$ cat src/rtl/core/dcm_pkg.sv
`timescale 1ns / 1ps
`default_nettype none

package dcm_pkg;

  // Default datapath widths
  localparam int STATE_WIDTH_DEF = 48;
  localparam int COEF_WIDTH_DEF  = 32;

  // Drive voltage format: signed Q8.8
  localparam int VOLT_WIDTH = 16;
  localparam int VOLT_FRAC  = 8;

  // Configuration register file
  localparam int NUM_REGS  = 6;
  localparam int CFG_INDEX_WIDTH = 3;

  typedef enum logic [CFG_INDEX_WIDTH-1:0] {
    REG_STEP_SIZE       = 3'd0,
    REG_SPEED_SELF_GAIN = 3'd1,
    REG_TORQUE_GAIN     = 3'd2,
    REG_BACK_EMF_GAIN   = 3'd3,
    REG_RESISTIVE_GAIN  = 3'd4,
    REG_DRIVE_GAIN      = 3'd5
  } reg_index_t;

  // Reset values of the coefficients, Q2.30 at the default width
  localparam longint STEP_SIZE_RST       = 64'd107374;
  localparam longint SPEED_SELF_GAIN_RST = 64'd107374;
  localparam longint TORQUE_GAIN_RST     = 64'd228359116;
  localparam longint BACK_EMF_GAIN_RST   = 64'd39400957;
  localparam longint RESISTIVE_GAIN_RST  = 64'd390095774;
  localparam longint DRIVE_GAIN_RST      = 64'd1304668256;

endpackage

`default_nettype wire

$ cat src/rtl/core/dcm_prod.sv
`timescale 1ns / 1ps
`default_nettype none

// Exact signed coefficient times state product, built from two partial
// products over the signed upper and unsigned lower halves of the state.
module dcm_prod import dcm_pkg::*; #(
  parameter int STATE_WIDTH = STATE_WIDTH_DEF,
  parameter int COEF_WIDTH  = COEF_WIDTH_DEF
) (
  input  logic signed [COEF_WIDTH-1:0]             coef,
  input  logic signed [STATE_WIDTH-1:0]            state,
  output logic signed [STATE_WIDTH+COEF_WIDTH-1:0] product
);

  localparam int LO_W   = STATE_WIDTH / 2;
  localparam int HI_W   = STATE_WIDTH - LO_W;
  localparam int PROD_W = STATE_WIDTH + COEF_WIDTH;
  localparam int PLO_W  = COEF_WIDTH + LO_W + 1;

  logic signed [HI_W-1:0]            state_hi;
  logic signed [LO_W:0]              state_lo;
  logic signed [COEF_WIDTH+HI_W-1:0] pp_hi;
  logic signed [PLO_W-1:0]           pp_lo;

  // Split the state word
  assign state_hi = state[STATE_WIDTH-1:LO_W];
  assign state_lo = $signed({1'b0, state[LO_W-1:0]});

  // Partial products
  assign pp_hi = coef * state_hi;
  assign pp_lo = coef * state_lo;

  // Align and combine
  assign product = $signed({pp_hi, {LO_W{1'b0}}})
                 + $signed({{(PROD_W-PLO_W){pp_lo[PLO_W-1]}}, pp_lo});

endmodule

`default_nettype wire

$ cat config.mk
export PLATFORM = sky130hd
export DESIGN_NAME = dcm_prod
export DESIGN_NICKNAME = d
export VERILOG_FILES = /design/src/rtl/core/dcm_pkg.sv /design/src/rtl/core/dcm_prod.sv
export SDC_FILE = /design/constraint.sdc
export NUM_CORES = 2
export LEC_CHECK = 0
export ABC_AREA = 1
export ABC_CLOCK_PERIOD_IN_PS = 17900
export BUFFER_PORTS_ARGS = -buffer_cell sky130_fd_sc_hd__clkbuf_2
export CAP_MARGIN = 20
export CORE_MARGIN = 1
export CORE_UTILIZATION = 58
export DETAILED_ROUTE_END_ITERATION = 8
export GPL_ROUTABILITY_DRIVEN = 1
export PLACE_DENSITY = 0.75
export SYNTH_ARGS = -nofsm -noshare
export SYNTH_HDL_FRONTEND = slang
export SYNTH_SLANG_ARGS = --single-unit
$ cat constraint.sdc
create_clock -name vclk -period 17.9
set_clock_uncertainty 0.05 [all_clocks]
set_input_delay 1.79 -clock vclk [all_inputs]
set_output_delay 1.79 -clock vclk [all_outputs]
set_load 0.02 [all_outputs]
After elaboration in Yosys (flattened, before gate mapping)
Index checks and enable logic that the tools add are counted.
Widths: inputs -> output; s select.

storage, ports and cells
  bits in writable memories = 0
  bits in read-only memories = 0
  memories kept = 0
  latch bits = 0
  register bits after elaboration = 0
  output and inout bits = 80

cells by class
  reduce and logical (&&, ||, !) cells = 0
  div/mod/pow operators = 0
  add/subtract/negate cells = 1
  multipliers = 2
  multiplexer cells = 0
  shift operators = 0
  bitwise operators = 0
  equality and inequality tests = 0
  $lt $le $gt $ge = 0

operators by type and width
  operator        count
  $add 80x57->80  1
  $mul 32x25->57  1
  $mul 32x24->56  1

Depth between registers and ports, before layout
  word-level depth = 2
  gate-level depth with buffers = 51

Least setup slack after synthesis
Ideal clock, no wire load.

  path kind = input -> output
  start point = input port coef[31]
  end point = output port product[74]
  path buffers = 2
  stages = 39
  data arrival time = 11.876 ns
  path slack = 4.184 ns
  cells stage by stage = clkbuf_1 > clkbuf_1 > nand2_1 > inv_1 > fa_1 > fa_1 > fa_1 > inv_1 > fa_1 > fa_1 > fa_1 > fa_1 > inv_1 > ha_1 > nand2_1 > nor2_1 > inv_1 > nor4_1 > (+3 left out) > fa_1 > inv_1 > fa_1 > fa_1 > fa_1 > inv_1 > fa_1 > inv_1 > ha_1 > nand2_1 > nor2_1 > nand2_1 > nor3_1 > inv_1 > nor2_1 > nand4_1 > nand3_1 > xor2_1

on the way
  longest elaborated chain between the ends = 2
  elaborated cells on any way between the ends = 3
  those cells by class = add/sub: 1; mul: 2

ends and longest elaborated chain
  item                                              line                            source
  start: declaration                                dcm_prod.sv:10                  input logic signed [COEF_WIDTH-1:0] coef,
  $mul 32x24->56 or $mul 32x25->57 (tied branches)  dcm_prod.sv:30, dcm_prod.sv:31
  $add 80x57->80 (*)                                dcm_prod.sv:35                  + $signed({{(PROD_W-PLO_W){pp_lo[PLO_W-1]}}, pp_lo});
  end: declaration                                  dcm_prod.sv:12                  output logic signed [STATE_WIDTH+COEF_WIDTH-1:0] product

Mark *: on every way between the ends. The rest lies on a longest branch, timed or not.

Worst setup path in the final report
  start point = input port coef[12]
  end point = output port product[68]

Same word-level chain as after synthesis.

==> metrics <==
ANT nets after route=0; Die Width=roughly 330 µm; hpwl dp=between 150 and 200 mm; # clk buffers=0; syn avg cell area=around 7.9 µm²; # IOs=160; Syn Std Cell Area=about 63000 µm²; Setup Fix Bufs, Post-CTS=0; kind of end point of the critical path=output pin; Fin Setup TNS=0 ns; First DRT Iteration DRCs=roughly 4400; Resized cells post-CTS=0; FMAX=between 60 and 70 MHz; GRT Util Overall=0.370; Synth warnings=0; drt wl/cell=roughly 21 µm; Worst path most repeated cell=fa_1; Final setup viols=0; die height=332 µm; Hold Buf Count CTS=0; register area share after synthesis=0; crit-path max cell delay=0.59 ns; worst hold path class=input pin to output pin; Final min period=~16 ns; layout cell share with drive strength beyond 1=0.0354; core area=roughly 110000 µm²; row cnt=between 100 and 150; crit path kind=input pin to output pin; largest net degree at the start of global routing=46; critical path launch point type=input pin; drt via density=roughly 5.5; Required @ worst endpoint=about 16 ns; sequential cell count=0; Initial Utilization=0.587; Slowest-stage cell, CP=fa_1; Synth cell types=39; vias in the first global route=around 56000; final period utilization=0.915; # port buffers=160; commonest non-fill, non-tap cells in the layout=2628 x inv_1, 1915 x nand2_1, 1737 x fa_1; RSZ-0062 raised after global routing=no; worst slew pin tran=around 1.1 ns; area of the die=110000 µm²; initial antenna violation count=4; Rel. slew slack=0.289; maxcap violations=0; syn_nets=just over 10000; vias=about 51000; Fill cells=around 9600; critical path arrival=~15 ns; Post-Synthesis Cells=around 8000; final RePlAce weighted congestion=around 1; WL final=slightly below 200 mm; status=completed; Area growth syn-to-layout=3.14%; Post-Route Utilization=0.605; first-pass GRT wire length=~310 mm; commonest non-fill, non-tap cell in the layout=inv_1; final hold vios=0; Remaining DRCs=0; Overflow after GRT=0; Slew Viols, Final=0; Nets=slightly above 10000; Detailed Routing Iterations Pass 1=6; crit-path max FO=31; register area=0 µm²
[cells by family after synthesis]
kind of cell               Yosys count  synth area share
adders and majority gates         2089             0.621
buffers and inverters             2935             0.175
and+or+nand+nor                   2414             0.150
xor gates and xnor gates           118            0.0164
AOI/OAI and AO/OA                  434            0.0381
[worst paths after layout]
kind	start	endpoint	slack (ns)	cells past startpoint
setup / recovery	coef[12]	product[68]	1.52	42
hold / removal	state[0]	product[0]	4.24	5
[cell type report]
| class | instances | area (µm²) | area share |
|---|---|---|---|
| Multi-Input combinational cell | 5055 | 52100 | 0.800 |
| Timing Repair Buffer | 231 | 1350 | 0.0208 |
| Tap cell | 1403 | 1760 | 0.0270 |
| Antenna cell | 2 | 5.00 | 0.0000769 |
| Inverter | 2631 | 9880 | 0.152 |
[worst max-delay path: cells and delay by family]
family          cells  cell delay, ns
xor+xnor            2            0.98
simple gates        9            1.62
compound gates      5            1.24
buf+inv            12            1.98
fa+ha+maj          14            6.92
[per-layer routing]
layer | vias up | GRT usage | share of wire
li1 | 21900 | - | -
met1 | 25800 | 0.486 | 0.38
met2 | 2607 | 0.609 | 0.48
met3 | 579 | 0.0708 | 0.10
met4 | 4 | 0.140 | 0.047
met5 | - | 0 | 0.00014
[cells in the mapped netlist (2+ instances only)]
library cell / count / area share
a21o_1: 8 / 0.00095
nand4_1: 27 / 0.0027
o21a_1: 15 / 0.0018
o2111ai_1: 2 / 0.00028
xnor2_1: 41 / 0.0057
nor2_1: 304 / 0.018
nor2_2: 3 / 0.00030
inv_1: 2629 / 0.16
fa_1: 1738 / 0.55
and3_1: 3 / 0.00030
o21bai_1: 17 / 0.0020
xor2_1: 77 / 0.011
o21ai_1: 10 / 0.00079
nand3b_1: 9 / 0.0011
or2_2: 10 / 0.00099
nor2_4: 2 / 0.00036
nand3_1: 84 / 0.0067
buf_1: 43 / 0.0026
nand2_1: 1916 / 0.11
a31oi_1: 7 / 0.00069
nor4_2: 2 / 0.00040
a21boi_0: 12 / 0.0014
ha_1: 351 / 0.070
nand2_2: 11 / 0.0011
o21ai_0: 133 / 0.011
o211ai_1: 7 / 0.00083
clkbuf_1: 261 / 0.016
nand3_2: 2 / 0.00032
nor3_1: 30 / 0.0024
nor4_1: 10 / 0.00099
o21ai_2: 3 / 0.00042
a21oi_1: 208 / 0.017
inv_2: 2 / 0.00012
a21oi_2: 8 / 0.0011
[metrics by stage]
| stage | hold WS (ns) | cells | setup slack (ns) | instance area (µm²) |
|---|---|---|---|---|
| final | 4.24 | 9322 | 1.52 | 65100 |
| after global routing | 4.25 | 9322 | 1.12 | 65100 |
| after CTS | 4.22 | 9318 | 1.75 | 65000 |
| after detailed placement | 4.22 | 9318 | 1.79 | 65000 |
| after global placement | 4.20 | 9318 | 1.66 | 65000 |
| after floorplan | 3.83 | 7990 | 4.18 | 63100 |
Power is not shown: default switching activity piles up to over one toggle a cycle in this logic, so the estimate is an artifact.
