<file path="src/rtl/core/dcm_pkg.sv">
`timescale 1ns / 1ps
`default_nettype none

package dcm_pkg;

  // Default datapath widths
  localparam int STATE_WIDTH_DEF = 48;
  localparam int COEF_WIDTH_DEF  = 32;

  // Drive voltage format: signed Q8.8
  localparam int VOLT_WIDTH = 16;
  localparam int VOLT_FRAC  = 8;

  // Configuration register file
  localparam int NUM_REGS  = 6;
  localparam int CFG_INDEX_WIDTH = 3;

  typedef enum logic [CFG_INDEX_WIDTH-1:0] {
    REG_STEP_SIZE       = 3'd0,
    REG_SPEED_SELF_GAIN = 3'd1,
    REG_TORQUE_GAIN     = 3'd2,
    REG_BACK_EMF_GAIN   = 3'd3,
    REG_RESISTIVE_GAIN  = 3'd4,
    REG_DRIVE_GAIN      = 3'd5
  } reg_index_t;

  // Reset values of the coefficients, Q2.30 at the default width
  localparam longint STEP_SIZE_RST       = 64'd107374;
  localparam longint SPEED_SELF_GAIN_RST = 64'd107374;
  localparam longint TORQUE_GAIN_RST     = 64'd228359116;
  localparam longint BACK_EMF_GAIN_RST   = 64'd39400957;
  localparam longint RESISTIVE_GAIN_RST  = 64'd390095774;
  localparam longint DRIVE_GAIN_RST      = 64'd1304668256;

endpackage

`default_nettype wire

</file>
<file path="src/rtl/core/dcm_sat.sv">
`timescale 1ns / 1ps
`default_nettype none

// Round an accumulated sum half up to the state format and clamp it to the
// state range.
module dcm_sat import dcm_pkg::*; #(
  parameter int STATE_WIDTH = STATE_WIDTH_DEF,
  parameter int COEF_WIDTH  = COEF_WIDTH_DEF,
  parameter int ACC_WIDTH   = STATE_WIDTH + COEF_WIDTH + 3
) (
  input  logic signed [ACC_WIDTH-1:0]   acc,
  output logic signed [STATE_WIDTH-1:0] state_next
);

  localparam int COEF_FRAC = COEF_WIDTH - 2;
  localparam int TOP_LSB   = COEF_FRAC + STATE_WIDTH - 1;
  localparam logic [ACC_WIDTH-1:0] HALF = ACC_WIDTH'(1) << (COEF_FRAC - 1);
  localparam logic [STATE_WIDTH-1:0] STATE_MAX = {1'b0, {(STATE_WIDTH-1){1'b1}}};
  localparam logic [STATE_WIDTH-1:0] STATE_MIN = {1'b1, {(STATE_WIDTH-1){1'b0}}};

  logic [ACC_WIDTH-1:0] rounded;
  logic                 fits;

  // Add half an LSB of the state format
  assign rounded = acc + HALF;

  // In range when the bits above the state sign all match it
  assign fits = (&rounded[ACC_WIDTH-1:TOP_LSB]) || !(|rounded[ACC_WIDTH-1:TOP_LSB]);

  // Drop the fraction, or clamp by the sign
  always_comb begin
    if (fits) begin
      state_next = $signed(rounded[TOP_LSB:COEF_FRAC]);
    end else if (rounded[ACC_WIDTH-1]) begin
      state_next = $signed(STATE_MIN);
    end else begin
      state_next = $signed(STATE_MAX);
    end
  end

endmodule

`default_nettype wire

</file>
<file path="config.mk">
export PLATFORM = sky130hd
export DESIGN_NAME = dcm_sat
export DESIGN_NICKNAME = d
export VERILOG_FILES = /design/src/rtl/core/dcm_pkg.sv /design/src/rtl/core/dcm_sat.sv
export SDC_FILE = /design/constraint.sdc
export NUM_CORES = 1
export LEC_CHECK = 0
export BUFFER_PORTS_ARGS = -buffer_cell sky130_fd_sc_hd__buf_2
export CELL_PAD_IN_SITES_DETAIL_PLACEMENT = 2
export CELL_PAD_IN_SITES_GLOBAL_PLACEMENT = 2
export CORE_MARGIN = 8
export CORE_UTILIZATION = 22
export DETAILED_ROUTE_END_ITERATION = 8
export GPL_TIMING_DRIVEN = 0
export PLACE_DENSITY = 0.82
export SYNTH_ARGS = -nofsm -noshare
export SYNTH_HDL_FRONTEND = slang
export SYNTH_SLANG_ARGS = --single-unit
</file>
<file path="constraint.sdc">
create_clock -name vclk -period 2.7
set_input_delay 0.135 -clock vclk [all_inputs]
set_output_delay 0.135 -clock vclk [all_outputs]
set_load 0.1 [all_outputs]
</file>
## Yosys cells after proc, flatten, opt, wreduce, memory -nomap -nowiden

Cells that the tools add are included.

- Reductions and logical operators: 4
- Muxes and demuxes: 2
- Add/sub/neg operators: 1

Operators with widths:

| operator | number |
|---|---|
| two-way mux 48 bit | 2 |
| adder 83 x 30 -> 83 bit, second input constant | 1 |
| AND reduction 6 bit | 1 |
| OR reduction 6 bit | 1 |
| logical NOT 1 bit | 1 |
| logical OR 1 bit | 1 |

- Bits in registers: 0
- Bits of input ports: 83
- Logic and storage cells: 7

## Logic depth before layout (Yosys ltp)

- Depth in word-level cells: 5
- Gate-level depth with buffers: 11

## Worst setup path after synthesis

No wires, ideal clock.

- Path type: input to output
- Start point: input acc[29]
- End point: output state_next[0]
- Arrival: 3215 ps
- Stages: 10
- Setup slack: -650 ps
- Required time: 2565 ps
- Path through: ha_1 > and4_1 > buf_4 > nor3b_4 > nand4_4 > mux2i_1 > a21boi_1 > o21ai_2 > buf_8 > a21oi_1

- Longest elaborated chain between the ends: 5
- Elaborated cells between the ends (all ways): 7
- Those cells by class: add/sub: 1; mux: 2; reduce/logical: 4

RTL lines:

| what | line | text |
|---|---|---|
| from (decl) | dcm_sat.sv:11 | `input logic signed [ACC_WIDTH-1:0] acc,` |
| adder 83 x 30 -> 83 bit (*) | dcm_sat.sv:25 | `assign rounded = acc + HALF;` |
| OR reduction 6 bit | dcm_sat.sv:28 | `assign fits = (&rounded[ACC_WIDTH-1:TOP_LSB]) \|\| !(\|rounded[ACC_WIDTH-1:TOP_LSB]);` |
| logical NOT 1 bit | dcm_sat.sv:28 |  |
| logical OR 1 bit | dcm_sat.sv:28 |  |
| two-way mux 48 bit (*) | dcm_sat.sv:32 | `if (fits) begin` |
| to (decl) | dcm_sat.sv:12 | `output logic signed [STATE_WIDTH-1:0] state_next` |

Every way passes the cells marked *; elsewhere a longest branch is shown, timed or not.

## Worst setup path in the final report

- Start point: input acc[31]
- End point: output state_next[32]

Same word-level chain as after synthesis.

==> flow_metrics.env <==
export IMPL_status="finished clean"
export IMPL_routed_wl_mm=9.12
export IMPL_synthCells=235
export IMPL_n_clock_buffer=0
export IMPL_setup_ws_ps=70.9
export IMPL_grt_usage=0.135
export IMPL_syn_avg_cell_area_um2=7.85
export IMPL_finalCriticalPeriod_ps=2630
export IMPL_drive_gt1_frac=0.574
export IMPL_synth_seq_area_share=0
export IMPL_slew_viol_final=0
export IMPL_utilization=0.401
export IMPL_rows=33
export IMPL_critPathKind="in2out"
export IMPL_hold_ws_ps=753
export IMPL_multi_input_area_mm2=0.00185
export IMPL_total_power_w=0.000883
export IMPL_synthToLayoutAreaGrowth_pct=77.5
export IMPL_yosysMostFrequentCell="a21oi_2"
export IMPL_ctsHoldBuffers=0
export IMPL_start_kind="input port"
export IMPL_grt_pass1_wl_mm=13.2
export IMPL_wl_per_cell_um=19.7
export IMPL_grt_max_degree=11
export IMPL_grt_pass1_vias=2623
export IMPL_vias=2289
export IMPL_core_mm2=0.00818
export IMPL_fmax_mhz=380
export IMPL_ios=131
export IMPL_postPlaceCellArea_mm2=0.00254
export IMPL_synth_distinct_cells=39
export IMPL_gp_congestion=0.787
export IMPL_setup_viol=0
export IMPL_io_buffers=102
export IMPL_register_area_um2=0
export IMPL_final_area_mm2=0.00328
export IMPL_drt_initial_drc_count=35
export IMPL_nets=443
export IMPL_rsz0062_at_grt="true"
export IMPL_peakVddDrop_uv=141
export IMPL_die_h_um=108
export IMPL_yosysTopAreaCell="a21oi_2"
export IMPL_yosys_warnings=0
export IMPL_synth_common_cells="40 x a21oi_2, 26 x xor2_1, 22 x nand2_1"
export IMPL_grt_overflow=0
export IMPL_hpwlAfterDp_mm=6.84
export IMPL_relSlewSlack=0.675
export IMPL_netlist_area_leader_share=0.190
export IMPL_endpoint_kind="primary output"
export IMPL_initial_utilization=0.226
export IMPL_worstPathRequired_ps=2570
export IMPL_synth_nets=319
export IMPL_critPathMaxFanout=10
export IMPL_min_path_type="in2out"
export IMPL_vias_per_cell=4.94
export IMPL_die_area_mm2=0.0116
export IMPL_cap_violations=0
export IMPL_drc=0
export IMPL_first_pass_iters=4
export IMPL_netlist_area_mm2=0.00185
export IMPL_pre_cts_slack_ps=-400
export IMPL_antenna_found_initial=1
export IMPL_p_leak_nw=1.27
export IMPL_filler_cell_count=928
export IMPL_hold_viol_final=0
export IMPL_design_seq_count=0
export IMPL_ant_nets=0
export IMPL_synth_area_top_cells="a21oi_2 19%, xor2_1 12%, xnor2_1 9.0%, buf_12 7.6%, nand3_1 5.2%"
export IMPL_p_per_area_mw_per_mm2=270
export IMPL_min_period_over_period=0.974
export IMPL_fp_dieW_um=108
export IMPL_worst_pin_slew_ps=490
export IMPL_crit_arrival_ps=2490
where the power goes:
part / internal, W / switching [W]
combinational: 0.000263 / 0.000620
clock: 0.0000000000497 / 0
sequential: 0 / 0
total: 0.000263 / 0.000620
kinds of logic after synthesis:
| group | count (synthesis) | share of synthesized area |
|---|---|---|
| xor+xnor | 46 | 0.222 |
| fa+ha+maj | 1 | 0.00678 |
| buf+inv | 17 | 0.105 |
| mux | 1 | 0.00542 |
| simple gates | 113 | 0.397 |
| compound gates | 57 | 0.264 |
layout make-up:
class,instances,share of cell area
multi-input combinational,218,0.566
timing repair buffer,122,0.333
buffer,10,0.0519
tap,105,0.0401
inverter,7,0.00802
antenna,1,0.000764
metal layers:
layer	vias up	share of wire	track usage
met3	2	0.051	0.0293
met2	59	0.57	0.275
met1	1129	0.38	0.144
met4	0	0.0026	0.000991
met5	-	0	0
li1	1099	-	-
cell usage in the layout (no fill, tap or decap), types with 2 or more instances in the layout:
cell type / instances
a21oi_4: 19
and4_1: 2
or2_2: 2
nor4_4: 5
nand3_1: 19
buf_6: 7
nand4_4: 3
nand3_2: 4
nand2_1: 22
nand2_2: 2
buf_2: 55
and3_1: 3
o21ai_2: 5
a21oi_2: 22
buf_12: 25
a21boi_1: 2
nor4_1: 2
buf_4: 36
xnor2_1: 19
buf_8: 7
o21ai_0: 4
inv_1: 7
xor2_1: 26
nor2_1: 20
nand4_1: 15
nor3_1: 7
per-stage QoR:
step | TNS, ps | cells
floorplan | -6060 | 235
global placement | -14760 | 442
detailed placement | -16780 | 442
CTS | -2.93 | 449
global route | -1410 | 463
finish | 0 | 463
final timing paths:
| kind | endpoint | from | depth (start not counted) |
|---|---|---|---|
| setup / recovery | state_next[32] | acc[31] | 11 |
| hold / removal | state_next[32] | acc[62] | 4 |
worst max-delay path: stages:
cell     delay (ps)
buf_2           140
nand4_2         190
nor2_2          240
nand4_1         220
nor4_4          450
xnor2_4         220
o21ai_2         160
buf_8           180
buf_12          150
a21oi_2         190
buf_12          200
repair_timing:
action	CTS	global route
setup endpoints to repair	47	45
setup buffers	7	12
pin swaps	2	6
cloned	0	1
gates resized for setup	49	90
No activity file was read; power rests on OpenSTA's default activity.
